--- src/design/e2q_pkg.sv ---
// ----------------------------------------------------------------------------
// e2q_pkg
// Shared widths, constants, types and tables of the euler to quaternion block
// ----------------------------------------------------------------------------
package e2q_pkg;

  localparam int ANGLE_W         = 16;
  localparam int QUAT_W          = 16;
  localparam int QFRAC           = QUAT_W - 2;
  localparam int TRIG_STAGES_DEF = 16;

  // angle reduction, 720 degrees in 1/128 degree units
  localparam int R_W        = 17;
  localparam int DEG720     = 92160;
  localparam int DIV45      = 45;
  localparam int RECIP45    = 186413;  // floor(2^23 / 45)
  localparam int RECIP_SH   = 23;
  localparam int A_W        = 11;
  localparam int REM_W      = 7;
  localparam int FRAC_TBL_W = 21;

  // cordic
  localparam int CORDIC_W      = 32;
  localparam int Z_W           = 33;
  localparam int CORDIC_OUT_SH = 9;
  localparam int TRIG_W        = 22;
  localparam logic signed [CORDIC_W-1:0] CORDIC_X0 = CORDIC_W'(32'sh2000_0000);

  localparam logic [1:0] QUAD_0 = 2'd0;
  localparam logic [1:0] QUAD_1 = 2'd1;
  localparam logic [1:0] QUAD_2 = 2'd2;
  localparam logic [1:0] QUAD_3 = 2'd3;

  // products and normalisation
  localparam int PROD_SH = 20;
  localparam int PAIR_W  = 24;
  localparam int TRI_W   = 46;
  localparam int Q_W     = 26;
  localparam int MAG_W   = Q_W - 1;
  localparam int SS_W    = 50;
  localparam int ROOT_W  = SS_W / 2;
  localparam int QUO_W   = QFRAC + 1;
  localparam int NUM_W   = MAG_W + QFRAC + 1;
  localparam logic [QUO_W-1:0] QUO_LIM = QUO_W'(1) << QFRAC;

  typedef logic signed [ANGLE_W-1:0] angle_t;
  typedef logic signed [QUAT_W-1:0]  quat_t;
  typedef logic signed [TRIG_W-1:0]  trig_t;

  typedef struct packed {
    logic en;
    logic vld;
  } e2q_ctl_t;

  // atan(2^-i) in units of 2^-32 turn
  localparam logic [31:0] ATAN_TURNS [32] = '{
    32'd536870912, 32'd316933406, 32'd167458907, 32'd85004756, 32'd42667331,
    32'd21354465,  32'd10680862,  32'd5340245,   32'd2670163,  32'd1335087,
    32'd667544,    32'd333772,    32'd166886,    32'd83443,    32'd41722,
    32'd20861,     32'd10430,     32'd5215,      32'd2608,     32'd1304,
    32'd652,       32'd326,       32'd163,       32'd81,       32'd41,
    32'd20,        32'd10,        32'd5,         32'd3,        32'd1,
    32'd1,         32'd0
  };

  // floor((b * 2^21 + 22) / 45) for a remainder b of 0 to 44
  function automatic logic [FRAC_TBL_W-1:0] phase_frac(input logic [REM_W-1:0] b);
    logic [FRAC_TBL_W-1:0] v;
    unique case (b)
      7'd0:  v = 21'd0;       7'd1:  v = 21'd46603;   7'd2:  v = 21'd93207;
      7'd3:  v = 21'd139810;  7'd4:  v = 21'd186414;  7'd5:  v = 21'd233017;
      7'd6:  v = 21'd279620;  7'd7:  v = 21'd326224;  7'd8:  v = 21'd372827;
      7'd9:  v = 21'd419430;  7'd10: v = 21'd466034;  7'd11: v = 21'd512637;
      7'd12: v = 21'd559241;  7'd13: v = 21'd605844;  7'd14: v = 21'd652447;
      7'd15: v = 21'd699051;  7'd16: v = 21'd745654;  7'd17: v = 21'd792257;
      7'd18: v = 21'd838861;  7'd19: v = 21'd885464;  7'd20: v = 21'd932068;
      7'd21: v = 21'd978671;  7'd22: v = 21'd1025274; 7'd23: v = 21'd1071878;
      7'd24: v = 21'd1118481; 7'd25: v = 21'd1165084; 7'd26: v = 21'd1211688;
      7'd27: v = 21'd1258291; 7'd28: v = 21'd1304895; 7'd29: v = 21'd1351498;
      7'd30: v = 21'd1398101; 7'd31: v = 21'd1444705; 7'd32: v = 21'd1491308;
      7'd33: v = 21'd1537911; 7'd34: v = 21'd1584515; 7'd35: v = 21'd1631118;
      7'd36: v = 21'd1677722; 7'd37: v = 21'd1724325; 7'd38: v = 21'd1770928;
      7'd39: v = 21'd1817532; 7'd40: v = 21'd1864135; 7'd41: v = 21'd1910738;
      7'd42: v = 21'd1957342; 7'd43: v = 21'd2003945; 7'd44: v = 21'd2050549;
      default: v = '0;
    endcase
    return v;
  endfunction

endpackage

--- src/design/e2q_half_trig.sv ---
// ----------------------------------------------------------------------------
// e2q_half_trig
// Half-angle phase reduction and pipelined cordic, one stage per iteration
// ----------------------------------------------------------------------------
module e2q_half_trig
  import e2q_pkg::*;
#(
  parameter int TRIG_STAGES = TRIG_STAGES_DEF
) (
  input  logic     clk,
  input  logic     rst,
  input  e2q_ctl_t ctl,
  input  angle_t   angle,
  output trig_t    cs,
  output trig_t    sn,
  output logic     vld
);

  // stage 1: wrap into 0 .. 720 degrees
  logic signed [R_W:0] ang_ext;
  logic [R_W-1:0]      r_wrap;
  logic [R_W-1:0]      r1;
  logic                v1;

  assign ang_ext = {{(R_W + 1 - ANGLE_W){angle[ANGLE_W-1]}}, angle};
  assign r_wrap  = angle[ANGLE_W-1] ? R_W'(ang_ext + (R_W + 1)'(DEG720)) : R_W'(ang_ext);

  // stage 2: quotient estimate by reciprocal
  logic [R_W+17:0] r_prod;
  logic [R_W-1:0]  r2;
  logic [A_W-1:0]  a2;
  logic            v2;

  assign r_prod = (R_W + 18)'(r1) * (R_W + 18)'(RECIP45);

  // stage 3: correct quotient, form the phase
  logic [R_W-1:0]   rem_full;
  logic [REM_W-1:0] rem_b;
  logic [A_W-1:0]   a_fix;
  logic [31:0]      phase_c;
  logic [31:0]      phase3;
  logic             v3;

  always_comb begin
    rem_full = r2 - R_W'(a2) * R_W'(DIV45);
    if (rem_full >= R_W'(DIV45)) begin
      rem_b = REM_W'(rem_full - R_W'(DIV45));
      a_fix = a2 + A_W'(1);
    end else begin
      rem_b = REM_W'(rem_full);
      a_fix = a2;
    end
    phase_c = {a_fix, {FRAC_TBL_W{1'b0}}} + 32'(phase_frac(rem_b));
  end

  // stage 4 feeds the cordic: nearest quadrant and residual phase
  logic [1:0]  quad_c;
  logic [31:0] d_c;
  logic [31:0] phase_rnd;

  assign phase_rnd = phase3 + 32'h2000_0000;
  assign quad_c    = phase_rnd[31:30];
  assign d_c       = phase3 - {quad_c, 30'b0};

  logic signed [CORDIC_W-1:0] cx [TRIG_STAGES+1];
  logic signed [CORDIC_W-1:0] cy [TRIG_STAGES+1];
  logic signed [Z_W-1:0]      cz [TRIG_STAGES+1];
  logic [1:0]                 cq [TRIG_STAGES+1];
  logic                       cv [TRIG_STAGES+1];

  always_ff @(posedge clk) begin
    if (rst) begin
      v1    <= 1'b0;
      v2    <= 1'b0;
      v3    <= 1'b0;
      cv[0] <= 1'b0;
    end else if (ctl.en) begin
      v1    <= ctl.vld;
      v2    <= v1;
      v3    <= v2;
      cv[0] <= v3;
    end
  end

  always_ff @(posedge clk) begin
    if (ctl.en) begin
      r1    <= r_wrap;
      r2    <= r1;
      a2    <= r_prod[RECIP_SH +: A_W];
      phase3 <= phase_c;
      cx[0] <= CORDIC_X0;
      cy[0] <= '0;
      cz[0] <= {d_c[31], d_c};
      cq[0] <= quad_c;
    end
  end

  for (genvar i = 0; i < TRIG_STAGES; i++) begin : g_stage
    logic signed [CORDIC_W-1:0] dx;
    logic signed [CORDIC_W-1:0] dy;
    logic signed [Z_W-1:0]      at;

    assign dx = cy[i] >>> i;
    assign dy = cx[i] >>> i;
    assign at = Z_W'(ATAN_TURNS[i]);

    always_ff @(posedge clk) begin
      if (rst) begin
        cv[i+1] <= 1'b0;
      end else if (ctl.en) begin
        cv[i+1] <= cv[i];
      end
    end

    always_ff @(posedge clk) begin
      if (ctl.en) begin
        cq[i+1] <= cq[i];
        if (!cz[i][Z_W-1]) begin
          cx[i+1] <= cx[i] - dx;
          cy[i+1] <= cy[i] + dy;
          cz[i+1] <= cz[i] - at;
        end else begin
          cx[i+1] <= cx[i] + dx;
          cy[i+1] <= cy[i] - dy;
          cz[i+1] <= cz[i] + at;
        end
      end
    end
  end

  // output stage: scale down and undo the quadrant rotation
  trig_t xs;
  trig_t ys;
  trig_t cs_c;
  trig_t sn_c;

  assign xs = TRIG_W'(cx[TRIG_STAGES] >>> CORDIC_OUT_SH);
  assign ys = TRIG_W'(cy[TRIG_STAGES] >>> CORDIC_OUT_SH);

  always_comb begin
    unique case (cq[TRIG_STAGES])
      QUAD_1: begin
        cs_c = -ys;
        sn_c = xs;
      end
      QUAD_2: begin
        cs_c = -xs;
        sn_c = -ys;
      end
      QUAD_3: begin
        cs_c = ys;
        sn_c = -xs;
      end
      default: begin
        cs_c = xs;
        sn_c = ys;
      end
    endcase
  end

  always_ff @(posedge clk) begin
    if (rst) begin
      vld <= 1'b0;
    end else if (ctl.en) begin
      vld <= cv[TRIG_STAGES];
    end
  end

  always_ff @(posedge clk) begin
    if (ctl.en) begin
      cs <= cs_c;
      sn <= sn_c;
    end
  end

endmodule

--- config.mk ---
export PLATFORM = sky130hd
export DESIGN_NAME = e2q_half_trig
export DESIGN_NICKNAME = d
export VERILOG_FILES = /design/src/design/e2q_pkg.sv /design/src/design/e2q_half_trig.sv
export SDC_FILE = /design/constraint.sdc
export NUM_CORES = 2
export LEC_CHECK = 0
export ABC_AREA = 1
export CORE_ASPECT_RATIO = 1.25
export CORE_UTILIZATION = 32
export DETAILED_ROUTE_END_ITERATION = 8
export DONT_BUFFER_PORTS = 1
export PLACE_DENSITY = 0.45
export SYNTH_ARGS = -nofsm -noshare
export SYNTH_HDL_FRONTEND = slang
export SYNTH_SLANG_ARGS = --single-unit
--- constraint.sdc ---
create_clock -name clk -period 4.75 [get_ports clk]
set_input_delay 0.95 -clock clk [delete_from_list [all_inputs] [get_ports clk]]
set_output_delay 0.95 -clock clk [all_outputs]
set_load 0.05 [all_outputs]
### Word-level counts from Yosys, hierarchy flattened

Memories as Yosys holds them, arrays and structs flattened. A register that Yosys moved wholly into a read port is not among the register bits.
Index checks and enable logic that the tools add are counted.

* logic and storage cells: 364
* memories: 6
* ROM bits: 1344
* register bits after elaboration: 124
* input bits: 20
* RAM bits: 1700
* output and inout bits: 45

* multiply operators: 2
* equal/unequal tests: 3
* magnitude comparators: 1
* bitwise gates (word level): 65
* mux-type cells: 173
* add/sub/neg operators: 104

Memories
* (name not given): words 64, width 21, read ports 1, clocked after memory_dff 0, wr ports 0, line e2q_pkg.sv:69 `unique case (b)`
* cz: words 17, width 33, read ports 16, clocked after memory_dff 0, wr ports 17, line e2q_half_trig.sv:67 `logic signed [Z_W-1:0] cz [TRIG_STAGES+1];`
* cx: words 17, width 32, read ports 17, clocked after memory_dff 0, wr ports 17, line e2q_half_trig.sv:65 `logic signed [CORDIC_W-1:0] cx [TRIG_STAGES+1];`
* cy: words 17, width 32, read ports 17, clocked after memory_dff 0, wr ports 17, line e2q_half_trig.sv:66 `logic signed [CORDIC_W-1:0] cy [TRIG_STAGES+1];`
* cq: words 17, width 2, read ports 17, clocked after memory_dff 0, wr ports 17, line e2q_half_trig.sv:68 `logic [1:0] cq [TRIG_STAGES+1];`
* cv: words 17, width 1, read ports 17, clocked after memory_dff 1, wr ports 17, line e2q_half_trig.sv:69 `logic cv [TRIG_STAGES+1];`

Operators by type and width (number)
* $mux W32: 32
* $mux W33: 16
* $pmux W22 S3: 2
* $mux W1: 119
* $add A32 B21 Y32: 3
* $sub A32 B32 Y32: 3
* $or A1 B1 Y1: 65
* $add A32 B17 Y32: 2
* $add A32 B18 Y32: 2
* $add A32 B19 Y32: 2
* $add A32 B20 Y32: 2
* $add A32 B22 Y32: 2
* $add A32 B23 Y32: 2
* $add A32 B24 Y32: 2
* $add A32 B25 Y32: 2
* $add A32 B26 Y32: 2
* $add A32 B27 Y32: 2
* $add A32 B28 Y32: 2
* $add A32 B29 Y32: 2
* $add A32 B30 Y32: 2
* $add A32 B31 Y32: 2
* $sub A32 B17 Y32: 2
* $sub A32 B18 Y32: 2
* $sub A32 B19 Y32: 2
* 60 further kinds: 74

### Longest topological paths before layout

An unclocked memory read counts as a cell.

* depth in word-level cells: 7
* depth in mapped cells: 37
* gate-level depth less buffers: 35

### Worst setup path after synthesis

OpenSTA, ideal clock, no wires.

* kind: reg-to-reg
* start: register a2[10]
* end: register phase3[3], data pin
* data required time: 4499 ps
* stages on the path, launching flop included: 32
* arrival time: 5035 ps
* slack: -535 ps
* cells stage by stage: edfxtp_1 ha_1 inv_1 fa_1 inv_1 fa_1 fa_1 inv_1 ha_1 nand2_1 inv_1 a21oi_1 nand3_1 nand2_1 nand2_1 nor2_1 nand2_2 nor2_4 nand2_2 buf_6 nand2_1 nand2_1 inv_1 ha_1 inv_1 nand3_1 nand3_1 nand2_1 nand2_1 nand3_1 nand2_1 inv_1

* word-level cells in the longest chain between the ends: 7

RTL lines
* from (decl): line e2q_half_trig.sv:31 `logic [A_W-1:0] a2;`
* from (signal assigned): line e2q_half_trig.sv:89 `a2 <= r_prod[RECIP_SH +: A_W];`
* $mul A11 B6 Y17 *: line e2q_half_trig.sv:45 `rem_full = r2 - R_W'(a2) * R_W'(DIV45);`
* $sub A17 B17 Y17 *: line e2q_half_trig.sv:45
* $ge A17 B6 Y1 *: line e2q_half_trig.sv:46 `if (rem_full >= R_W'(DIV45)) begin`
* $mux W7 *: line e2q_half_trig.sv:46
* $mem_v2 Z64 W21
* $mux W21 *: line e2q_pkg.sv:69
* $add A32 B21 Y32 *: line e2q_half_trig.sv:53 `phase_c = {a_fix, {FRAC_TBL_W{1'b0}}} + 32'(phase_frac(rem_b));`
* to (signal assigned): line e2q_half_trig.sv:90 `phase3 <= phase_c;`
* to (decl): line e2q_half_trig.sv:41 `logic [31:0] phase3;`

Mark *: on every way between the ends. The rest lies on a longest branch, timed or not.
A chain may end at the register's enable or synchronous reset.

### Worst setup path after layout

* start: register a2[8]
* end: register phase3[16], data pin

Same word-level chain as after synthesis.

==> impl_results.md <==
- RSZ-0062 raised after global routing: true
- Crit path max fanout: 6
- Final setup fails: 30
- Crit path max-delay family: adder cells
- Nets: 17760
- Relative slew margins: 34.96%
- Count of pins on the block boundary: 65
- Crit path launch: a2[8]
- Gate count of the mapped netlist: 12590
- Vias in the first global route: between 90000 and 100k
- Yosys reg bits: roughly 1300
- DIE HEIGHT: roughly 660 µm
- Area of the multi-input gates: 64840 µm²
- Critical Path Source Type: flop
- Yosys cell types: between 60 and 70
- Mapped Avg Cell Area: 8.753 µm²
- Buf/Inv on CP: 7
- # DRC: 0
- CTS Buffer Depth: 4
- Area share of the largest cell type after synthesis: roughly 37%
- Clock Sinks: around 1300
- Final WL: 341700 µm
- HP Start: rst
- Syn Std Cell Area: 110200 µm²
- Initial antenna violation count: 7
- Final min period: roughly 5200 ps
- Worst Skew: about 43 ps
- Area of the die: 346600 µm²
- DR WL/cell: 16.30 µm
- TritonCTS clock tree: built
- Min-Delay Path Class: input pin to flop
- Core region area: 342000 µm²
- Vias: 96760
- Layout cells sized above 1: 26.69%
- Gr ovfl total: 0
- Critical path class: flop to flop
- H-tree depth: 4
- Fin crit share: 108.7%
- Std-Cell Rows: 240
- TritonCTS Buffers: ~170
- Result of the run: complete, but fails checks
- Tightest Pin Transition: 974.5 ps
- Initial DRC count: ~3600
- CP required: about 5400 ps
- Die Width: between 500 and 600 µm
- Ys async rst share: 0%
- Clock Pin Slew Worst Setup and Hold Paths: around 60 ps
- Post-route setup slack: -411.4 ps
- Largest net degree at the start of global routing: 120
- First-pass GRT wire length: 530700 µm
- Post-route antenna net violation count: 0
- 1st-pass router iterations: 5
- Clk root buf: clkbuf_16
- Post-CTS Hold Fix Bufs: 0
- Worst stage delay on the critical path: 510 ps
- Maxcap violations: 0
- Crit path DAT: roughly 5800 ps
- Fin. max-slew vios: 0
- Util after Layout: about 44%
- Synth Flop Type: edfxtp_1
- Fmax: 193.7 MHz
- Most used cell along the critical path: nand2_2
- Initial Util: 32.21%
- Seq/Total Area, Yosys: 36.63%
- Area contributors post-synth: edfxtp_1 37%, ha_1 14%, xor2_1 7.9%, nand2_1 6.6%, inv_1 5.8%
- Slowest cell on crit path: fa_1
- Failing checks: negative setup slack
- Clk_lat worst skew: ~900 ps
- Syn_nets: 14000
- Area Overhead vs Synth: 37.41%
- Reg area: roughly 40000 µm²
- PortBufs: 0
- Crit. End Element: flop
- GR Util All Layers: 19.43%
- EDFF count, synth: 1341
- Fill cell count: 34150
- GPL Wtd Cong: 0.9016
- Synth Warn #: 0
- Vias/cell: 4.617
- Post-DP HPWL: 282700 µm
- Critical R2R Launch: a2[8]
- Largest area contributor in the netlist: edfxtp_1
- Final-report hold violation count: 0
==> cells in the final DEF, fill, tap and decap left out, types with 38 or more instances in the layout <==
cell type  netlist  final
a21boi_0        98     95
a21oi_1       1215   1179
a31oi_1        101    100
buf_4            3   3635
clkbuf_16        0    172
edfxtp_1      1341   1341
fa_1           143    130
ha_1          1249   1190
ha_4             0     51
inv_1         1709   1662
inv_2            5     46
nand2_1       1925   1852
nand2_2         18     60
nand3_1        331    299
nand3b_1        38     38
nand4_1         95     95
nor2_1        1093   1067
nor3_1         202    176
nor4_1          82     77
o21a_1         126    126
o21ai_0        698    680
o21bai_1       107    107
o221ai_1        45     45
o22ai_1         44     44
o31ai_1         44     42
or2_2           41     41
xnor2_1        485    483
xor2_1         998    993
==> synth_stat cells, types with 8 or more instances <==
cell / n
a2111oi_0: 21
a211oi_1: 19
a21boi_0: 98
a21o_1: 24
a21oi_1: 1215
a221oi_1: 27
a31oi_1: 101
and2_1: 9
buf_1: 11
clkbuf_1: 77
edfxtp_1: 1341
fa_1: 143
ha_1: 1249
inv_1: 1709
nand2_1: 1925
nand2_2: 18
nand3_1: 331
nand3b_1: 38
nand4_1: 95
nor2_1: 1093
nor3_1: 202
nor3b_1: 26
nor4_1: 82
o2111ai_1: 8
o211ai_1: 34
o21a_1: 126
o21ai_0: 698
o21ai_1: 11
o21bai_1: 107
o221ai_1: 45
o22ai_1: 44
o31ai_1: 44
or2_2: 41
xnor2_1: 485
xor2_1: 998
==> worst paths after layout <==
path                     end  slack (ps)  cells after the start
setup / recovery  phase3[16]        -410                     31
setup reg to reg  phase3[16]        -410                     31
hold reg to reg     cz[7][0]         410                      0
hold / removal           vld         150                      1
==> sequential cells by signal, indices dropped and copies added (netlist names) <==
register and flops:
a2 11, cy 345, cv 17, v1 1, sn 22, cs 22
r1 17, cx 342, v2 1, phase3 28, r2 17, vld 1
v3 1, cq 34, cz 486
==> worst register-to-register path: cells and delay by family, from the launching register on <==
family | cells | cell delay, ps
AO/OA/AOI/OAI | 1 | 180
adder cells (fa/ha/maj) | 6 | 2290
buffers and inverters | 7 | 430
flip-flops | 1 | 430
AND/OR/NAND/NOR | 17 | 1590
==> stage by stage <==
| stage | hold slack (ps) | setup WS [ps] | cell area, µm² | TNS [ps] | std cells |
|---|---|---|---|---|---|
| after global routing | 94.89 | -654.9 | 151400 | -13760 | 20960 |
| after CTS | 54.12 | -389.5 | 150500 | -5744 | 20940 |
| after global placement | 400.2 | -2456 | 143300 | -1142320 | 20590 |
| after detailed placement | 404.5 | -2450 | 143300 | -1163820 | 20590 |
| final | 146.7 | -411.4 | 151400 | -6436 | 20960 |
| after floorplan | 400.3 | -61.24 | 110500 | -171.3 | 12590 |
==> timing repair <==
item,CTS,global route
buffers inserted,35,19
resized for setup,214,171
pin swaps,100,96
endpoints found under the setup margin,618,117
cloned,12,3
==> metal layers <==
| metal | GRT usage (%) | part of all wire, % | routed length (µm) |
|---|---|---|---|
| met1 | 20.21 | 39 | 131900 |
| met4 | 7.807 | 4.2 | 14450 |
| met5 | 0 | 0 | 0 |
| met3 | 1.616 | 2.1 | 7329 |
| met2 | 39.21 | 55 | 187900 |
==> cells by family (layout without fill, tap and decap cells) <==
logic type | count (synthesis) | count (layout) | synth area share (%)
AOI/OAI and AO/OA | 2651 | 2651 | 13.69
muxes | 7 | 7 | 0.07156
buffers and inverters | 1825 | 5717 | 6.289
other | 0 | 3 | 0
and+or+nand+nor | 3881 | 3881 | 14.73
xor gates and xnor gates | 1484 | 1484 | 11.81
DFF | 1345 | 1345 | 36.63
adders and majority gates | 1392 | 1392 | 16.79
==> area by class of cell <==
| cell class | instances | share of cell area (%) |
|---|---|---|
| Inverter | 1721 | 4.284 |
| Antenna cell | 3 | 0.004960 |
| Multi-Input combinational cell | 9415 | 42.84 |
| Tap cell | 4477 | 3.701 |
| Sequential cell | 1345 | 26.66 |
| Clock buffer | 190 | 2.846 |
| Clock inverter | 110 | 0.8241 |
| Timing Repair Buffer | 3696 | 18.85 |
Power is left out: the tool's default activity adds up to more than one toggle a clock period on the data nets, which glitch-free logic cannot reach.
